$ cat config.mk
export PLATFORM = sky130hd
export DESIGN_NAME = qes_merge
export DESIGN_NICKNAME = d
export VERILOG_FILES = /design/src/rtl/core/qes_pkg.sv /design/src/rtl/core/qes_merge.sv
export SDC_FILE = /design/constraint.sdc
export NUM_CORES = 1
export LEC_CHECK = 0
export ABC_AREA = 1
export ABC_CLOCK_PERIOD_IN_PS = 12430
export BUFFER_PORTS_ARGS = -buffer_cell sky130_fd_sc_hd__clkbuf_2
export CAP_MARGIN = 20
export CORE_AREA = 8 8 329 331
export CTS_CLUSTER_SIZE = 20
export DETAILED_ROUTE_END_ITERATION = 7
export DIE_AREA = 0 0 337 339
export REMOVE_ABC_BUFFERS = 1
export SLEW_MARGIN = 10
export SYNTH_ARGS = -nofsm -noshare
export SYNTH_HDL_FRONTEND = slang
export SYNTH_SLANG_ARGS = --single-unit
$ cat constraint.sdc
create_clock -name clk -period 12.43 [get_ports clk]
set_clock_uncertainty 0.15 [all_clocks]
set_input_delay 1.243 -clock clk [delete_from_list [all_inputs] [get_ports clk]]
set_output_delay 1.243 -clock clk [all_outputs]
set_load 0.02 [all_outputs]
$ cat src/rtl/core/qes_pkg.sv
`default_nettype none
package qes_pkg;
  localparam int CoordW = 32;
  localparam int EdgeW = 33;
  localparam int AngW = 32;
  localparam int SkewW = 16;
  localparam int NumLanes = 4;
  localparam int TabDepth = 32;
  localparam logic [AngW-1:0] Quarter = 32'h4000_0000;
  localparam logic [AngW-1:0] Half = 32'h8000_0000;
  localparam logic [AngW-1:0] ThreeQuarter = 32'hC000_0000;

  typedef logic [AngW-1:0] ang_t;

  typedef struct packed {
    logic vld;
    logic planar;
    logic degen;
  } ctl_t;

  function automatic ang_t atan_lookup(input logic [4:0] k);
    ang_t r;
    unique case (k)
      5'd0: r = 32'd536870912;
      5'd1: r = 32'd316933406;
      5'd2: r = 32'd167458907;
      5'd3: r = 32'd85004756;
      5'd4: r = 32'd42667331;
      5'd5: r = 32'd21354465;
      5'd6: r = 32'd10679838;
      5'd7: r = 32'd5340245;
      5'd8: r = 32'd2670163;
      5'd9: r = 32'd1335087;
      5'd10: r = 32'd667544;
      5'd11: r = 32'd333772;
      5'd12: r = 32'd166886;
      5'd13: r = 32'd83443;
      5'd14: r = 32'd41722;
      5'd15: r = 32'd20861;
      5'd16: r = 32'd10430;
      5'd17: r = 32'd5215;
      5'd18: r = 32'd2608;
      5'd19: r = 32'd1304;
      5'd20: r = 32'd652;
      5'd21: r = 32'd326;
      5'd22: r = 32'd163;
      5'd23: r = 32'd81;
      5'd24: r = 32'd41;
      5'd25: r = 32'd20;
      5'd26: r = 32'd10;
      5'd27: r = 32'd5;
      5'd28: r = 32'd3;
      5'd29: r = 32'd1;
      5'd30: r = 32'd1;
      default: r = 32'd0;
    endcase
    return r;
  endfunction
endpackage
`default_nettype wire

$ cat src/rtl/core/qes_merge.sv
`default_nettype none
module qes_merge import qes_pkg::*; (
  input  wire logic             clk,
  input  wire logic             rst_n,
  input  wire ctl_t             ctl,
  input  wire ang_t             dir [NumLanes],
  output logic                  out_strobe,
  output logic [SkewW-1:0]      out_skew,
  output logic                  out_degenerate
);
  function automatic ang_t corner(input ang_t a, input ang_t b);
    ang_t d;
    d = a - b;
    if (d > Half) d = -d;
    return d;
  endfunction

  ang_t ang_r [NumLanes];
  ctl_t c1_r, c2_r;
  ang_t mn_r, mx_r;
  ang_t mn01, mn23, mx01, mx23;
  logic [AngW:0] s1, s2, s;
  logic [AngW:0] q;
  logic [SkewW-1:0] skew_nxt;

  always_ff @(posedge clk) begin
    ang_r[0] <= corner(dir[0], dir[3] + Half);
    ang_r[1] <= corner(dir[0] + Half, dir[1]);
    ang_r[2] <= corner(dir[1] + Half, dir[2]);
    ang_r[3] <= corner(dir[2] + Half, dir[3]);
    mn_r <= (mn01 < mn23) ? mn01 : mn23;
    mx_r <= (mx01 > mx23) ? mx01 : mx23;
  end

  assign mn01 = (ang_r[1] < ang_r[0]) ? ang_r[1] : ang_r[0];
  assign mn23 = (ang_r[3] < ang_r[2]) ? ang_r[3] : ang_r[2];
  assign mx01 = (ang_r[1] > ang_r[0]) ? ang_r[1] : ang_r[0];
  assign mx23 = (ang_r[3] > ang_r[2]) ? ang_r[3] : ang_r[2];

  always_comb begin
    s1 = (mx_r > Quarter) ? {1'b0, mx_r - Quarter} : '0;
    s2 = (mn_r < Quarter) ? {1'b0, Quarter - mn_r} : '0;
    s = (s1 > s2) ? s1 : s2;
    q = (s + (AngW+1)'(16'h4000)) >> 15;
    if (q > (AngW+1)'(32768)) skew_nxt = 16'd32768;
    else skew_nxt = q[SkewW-1:0];
    if (!c2_r.planar || c2_r.degen) skew_nxt = '0;
  end

  always_ff @(posedge clk) begin
    if (!rst_n) begin
      c1_r <= '0;
      c2_r <= '0;
      out_strobe <= 1'b0;
    end else begin
      c1_r <= ctl;
      c2_r <= c1_r;
      out_strobe <= c2_r.vld;
    end
  end

  always_ff @(posedge clk) begin
    out_skew <= skew_nxt;
    out_degenerate <= c2_r.planar & c2_r.degen;
  end
endmodule
`default_nettype wire

==> impl_metrics.toml, run 1 <==
[detailed_routing]
ant_nets = 0
wl_per_cell_um = 17.1
drt_pre_antenna_iters = 8
drt_iter0_markers = 2279
drt-total-wl_um = 98700
vias = 27500
drcViolationCount = 0
viasPerCell = 4.78

[clock_network]
cts_inserted_buffers = 26
cts_htree_levels = 1
cts_tree = "yes"
cts-root-buf = "clkbuf_16"
clk_latency_ns = 0.56
hold_buffers = 0
clock_path_buffers = 3
cts_resized = 0
postCtsSetupRepairBufs = 0
clkSinkCount = 216
clkTransAtPathRegs_ns = 0.06

[cells_and_area]
final_nets = 4908
stdcell_area_mm2 = 0.0296
syn2layout_area_growth_pct = 11.8
drive_gt1_frac = 0.0724

[synth]
yosys.area.top_type = "ha_1"
post_synth.cell_area_avg_um2 = 6.24
synth.distinct_cells = 55
synth_seq_cells = 216
syn_inst = 4244
synth_top_area_frac = 0.194
synth-edff-count = 0
netlist_area_mm2 = 0.0265
synth_most_common_cell = "nand2_1"
async_flop_share = 0
yosysWarnings = 0
synthTopCellsByCount = "1,153 x nand2_1, 628 x inv_1, 411 x ha_1"
synth_ff_type = "dfxtp_1"
synth.area.top_cells = "ha_1 19%, nand2_1 16%, dfxtp_1 16%"
ys_seq_area_frac = 0.163

[timing]
worst_slew_pin_slew_ns = 1.08
drv_slew = 0
post-route-min-period_ns = 5.67
setup_viol = 0
rsz0062_at_grt = "no"
setup_tns_ns = 0
finalHoldViolations = 0
period_share = 0.456
fmax_mhz = 176
relSlewSlack = 0.271

[placed_design]
placed_area_mm2 = 0.0287
place.gp.congestion = 0.990
hpwl_um = 86900
numPortBuffers = 150

[min_path]
min_to = "out_strobe"
hold_class = "reg -> reg"
hp-start = "c2_r[2]"
hold_depth = 2

[global_routing]
overflow = 0
grt_pass1_vias = 25700
track_usage = 0.167
gr-usage-met1 = 0.230
grt_antenna_before_repair = 3
grt_max_degree = 65
grtUsageMet3 = 0.0177
busiest_layer = "met2"
grt_util_met2 = 0.264
grt_pass1_wl_um = 152000

[pwr]
p_leak_nw = 15.4
power.density_mw_per_mm2 = 264
total_power_mw = 7.81
ir_drop_mv = 0.237

[floorplan]
io_pins = 151
die_x_um = 337
die_area_mm2 = 0.114
initial_core_util = 0.257
coreArea_mm2 = 0.103
die_y_um = 339
floorplan.rows = 118

[worst_setup_path]
path_max_fanout = 64
ff2ff_setup_slack_ns = 6.76
cpMaxStageDelayCell = "o21ai_0"
path_class = "reg -> reg"
worstReg2RegEnd = "mx_r[26]"
reg2regPathDepth = 19
startpoint = "ang_r[2][31]"
cp-start-kind = "register"
crit-reg2reg-launch = "ang_r[2][31]"
critPathRequiredTime_ns = 12.65
critPathCaptureType = "register"
crit_chain = "inv_1 > ha_1 > nand4_1 > nor4_1 > o21ai_0 > nand2_1 > nand2_1 > buf_4 > o21ai_0 > ha_1 > nand2_1 > inv_1 > nand3_1 > o221ai_1 > a221oi_1 > a32oi_2 > buf_4 > nand2_1 > o21ai_0"
crit_path_max_incr_delay_ns = 0.89
critPathMostFrequentCell = "nand2_1"
arrival_ns = 5.89

[run_status]
outcome = "finished clean"

[flow_run]
drv_cap = 0
where the power goes:
group          total [mW]  leakage, nW  switching (mW)  internal, mW
sequential           1.32         1.81           0.281          1.04
clock               0.776        0.435           0.315         0.461
combinational        5.72         13.1            3.95          1.77
total                7.81         15.4            4.54          3.27
worst max-delay path, delay by kind of cell, from the launching register on:
family,cells,cell delay (ns)
AND/OR/NAND/NOR,7,1.35
adder cells (fa/ha/maj),2,0.72
buffers and inverters,4,0.81
AO/OA/AOI/OAI,6,2.04
flip-flops,1,0.36
layout make-up:
class                      instances  area [µm²]
antenna                            1        2.50
timing repair buffer             159         838
inverter                         646        2420
tap                             1380        1730
clock buffer                      34         731
multi-input combinational       3311       19400
clock inverter                    14         161
fill                           11500       73300
sequential                       216        4320
stage by stage:
stage	instances	hold WS [ns]	utilization	setup WS [ns]
floorplan	4173	0.240	-	5.28
global placement	5711	0.243	0.279	6.72
detailed placement	5712	0.254	0.279	6.77
CTS	5760	0.269	0.288	6.87
global route	5760	0.283	0.288	6.30
finish	5761	0.265	0.288	6.76
logic make-up (layout without fill, tap and decap cells):
family | count (synthesis) | in the layout | synth area share
and+or+nand+nor | 2063 | 2063 | 0.336
other | 1 | 2 | 0.000142
AOI/OAI and AO/OA | 622 | 622 | 0.129
buffers and inverters | 717 | 853 | 0.105
DFF | 216 | 216 | 0.163
adders and majority gates | 415 | 415 | 0.197
xor gates and xnor gates | 210 | 210 | 0.0694
layout by cell type (no fill, tap or decap), types with 4 or more instances in the layout:
cell type / synthesis / final
a211oi_1: 5 / 4
a21boi_0: 8 / 8
a21boi_1: 4 / 4
a21o_1: 25 / 25
a21oi_1: 210 / 210
a21oi_2: 5 / 5
a221oi_1: 5 / 5
a31oi_1: 6 / 6
and3_1: 4 / 4
buf_4: 10 / 8
clkbuf_16: 0 / 26
clkbuf_2: 1 / 150
clkbuf_8: 0 / 5
dfxtp_1: 216 / 216
fa_1: 4 / 4
ha_1: 411 / 411
inv_1: 628 / 628
inv_2: 17 / 17
nand2_1: 1153 / 1153
nand2_2: 21 / 21
nand2_4: 10 / 10
nand3_1: 223 / 223
nand3_2: 8 / 8
nand3b_1: 14 / 14
nand4_1: 93 / 93
nor2_1: 396 / 396
nor2_2: 16 / 16
nor2_4: 19 / 19
nor3_1: 76 / 76
nor4_1: 18 / 18
o211ai_1: 8 / 8
o21a_1: 11 / 11
o21ai_0: 270 / 270
o21ai_1: 36 / 36
o21bai_1: 15 / 15
or2_2: 5 / 5
xnor2_1: 66 / 66
xor2_1: 144 / 144
sequential cells by signal (all words and copies together) (netlist names):
signal,flops
ang_r,128
out_skew,16
c2_r,3
mx_r,32
out_degenerate,1
c1_r,3
mn_r,32
out_strobe,1
layer usage:
metal	wire (µm)	part of all wire	vias to the layer above
met2	42300	0.43	927
met3	5380	0.055	164
met5	0	0	-
met1	46200	0.47	12400
li1	-	-	14000
met4	4800	0.049	0
worst max-delay path by stage:
stage	slack [ns]	cells after the start	end
final	6.76	19	mx_r[26]
after global routing	6.30	30	out_skew[2]
after CTS	6.87	30	out_skew[2]
after detailed placement	6.77	23	ang_r[3][5]
after global placement	6.72	23	ang_r[3][5]
after floorplan	5.28	22	mx_r[0]
(Power assumes the default switching activity.)
==> run 2: changes to the inputs <==
Settings changed: ABC_CLOCK_PERIOD_IN_PS 12430 to 5940.
Clock period 12.43 ns to 5.94 ns, I/O delays scaled along.
==> run 2 against run 1 <==
Effect of this change:
- sequential cell count is the same
- combinational power is 110% higher
- worst setup slack lost 5.9 ns
- design area is essentially flat
- final cell count up 0.21%
- maximum frequency is 11% higher
- sequential share of layout area about the same
- sequential power up 110%
- largest cell class unchanged
- largest power group unchanged
- highest routed layer unchanged
==> impl_metrics.toml, run 2 (synthesized netlist as in run 1, its figures left out) <==
[cells_and_area]
syn2layout_area_growth_pct = 11.8
fillCellCount = 11500
layout_common_cells = "1,153 x nand2_1, 628 x inv_1, 411 x ha_1, 396 x nor2_1, 270 x o21ai_0"
largest_register = "ang_r"
drive_gt1_frac = 0.0751
reg_top3 = "ang_r: 128 flops, mn_r: 32 flops, mx_r: 32 flops"
largest_register_ffs = 128
final_common_cell = "nand2_1"
stdcell_area_mm2 = 0.0296
final_nets = 4924

[clock_network]
cts-root-buf = "clkbuf_16"
clkSinkCount = 216
postCtsSetupRepairBufs = 0
clock_path_buffers = 3
cts_inserted_buffers = 25
hold_buffers = 0
cts_tree = "yes"
cts_htree_levels = 1
cts_resized = 0
clkTransAtPathRegs_ns = 0.06
clk_latency_ns = 0.56

[floorplan]
coreArea_mm2 = 0.103
io_pins = 151
die_x_um = 337
die_y_um = 339
initial_core_util = 0.257
floorplan.rows = 118
die_area_mm2 = 0.114

[detailed_routing]
ant_nets = 0
wl_per_cell_um = 16.8
viasPerCell = 4.74
drt_pre_antenna_iters = 5
drt_iter0_markers = 1988
vias = 27400
drcViolationCount = 0
drt-total-wl_um = 96700

[timing]
worst_slew_pin_slew_ns = 1.08
setup_tns_ns = 0
rsz0062_at_grt = "no"
drv_slew = 0
relSlewSlack = 0.277
period_share = 0.859
setup_viol = 0
setup_ws_ns = 0.836
timing.hold.ws_ns = 0.0798
fmax_mhz = 196
post-route-min-period_ns = 5.10
finalHoldViolations = 0

[pwr]
ir_drop_mv = 0.322
p_leak_nw = 15.4
power.density_mw_per_mm2 = 548

[global_routing]
grt_antenna_before_repair = 1
grt_max_degree = 64
overflow = 0
grt_pass1_vias = 26000
grt_pass1_wl_um = 149000
track_usage = 0.164

[worst_setup_path]
cpMaxStageDelayCell = "nand2_4"
critPathCaptureType = "register"
arrival_ns = 5.44
cp-start-kind = "register"
path_max_fanout = 26
crit_path_max_incr_delay_ns = 0.36
critPathRequiredTime_ns = 6.27
path_class = "reg -> reg"
critPathMostFrequentCell = "nand2_1"

[min_path]
hold_class = "in -> reg"

[placed_design]
hpwl_um = 85500
dp_slack_ns = 0.827
numPortBuffers = 150
placed_area_mm2 = 0.0288
place.gp.congestion = 0.974

[run_status]
outcome = "finished clean"

[flow_run]
drv_cap = 0
==> run 2: critical path: cells and delay by family (launching register included) <==
kind	cells	cell delay, ns
compound gates	1	0.27
xor+xnor	1	0.16
fa+ha+maj	3	0.73
buf+inv	4	0.35
flops	1	0.29
simple gates	21	3.09
==> run 2: path summary, 6_finish.rpt <==
path | from | to | slack [ns] | cells past startpoint
max | mn_r[0] | out_skew[2] | 0.84 | 30
min | ctl[2] | c1_r[2] | 0.08 | 3
max reg2reg | mn_r[0] | out_skew[2] | 0.84 | 30
min reg2reg | c2_r[2] | out_strobe | 0.26 | 2
==> run 2: layout make-up <==
type | instances | area [µm²] | share of cell area
Antenna cell | 1 | 2.50 | 0.0000845
Tap cell | 1380 | 1730 | 0.0583
Clock buffer | 29 | 661 | 0.0223
Clock inverter | 14 | 144 | 0.00486
Timing Repair Buffer | 176 | 946 | 0.0319
Inverter | 646 | 2420 | 0.0818
Multi-Input combinational cell | 3311 | 19400 | 0.655
Sequential cell | 216 | 4320 | 0.146
==> run 2: through the flow <==
step	power (mW)	utilization	cells
3_5_place_dp	14.6	0.280	5729
4_1_cts	16.2	0.288	5772
3_3_place_gp	14.4	0.280	5729
2_1_floorplan	10.5	-	4173
6_report	16.2	0.288	5773
5_1_grt	18.0	0.288	5772
==> run 2: report_power, final <==
part / internal (mW) / total, mW / switching [mW]
sequential: 2.17 / 2.71 / 0.544
combinational: 3.74 / 12.0 / 8.27
clock: 0.857 / 1.52 / 0.659
==> run 2: metal layers <==
layer  wire (µm)  share of wire  vias up  track usage
li1            -              -    14000            -
met1       44400           0.46    12400        0.216
met2       43000           0.44      792        0.272
met3        4640          0.048      158       0.0150
met4        4700          0.049        0       0.0673
met5           0              0        -            0
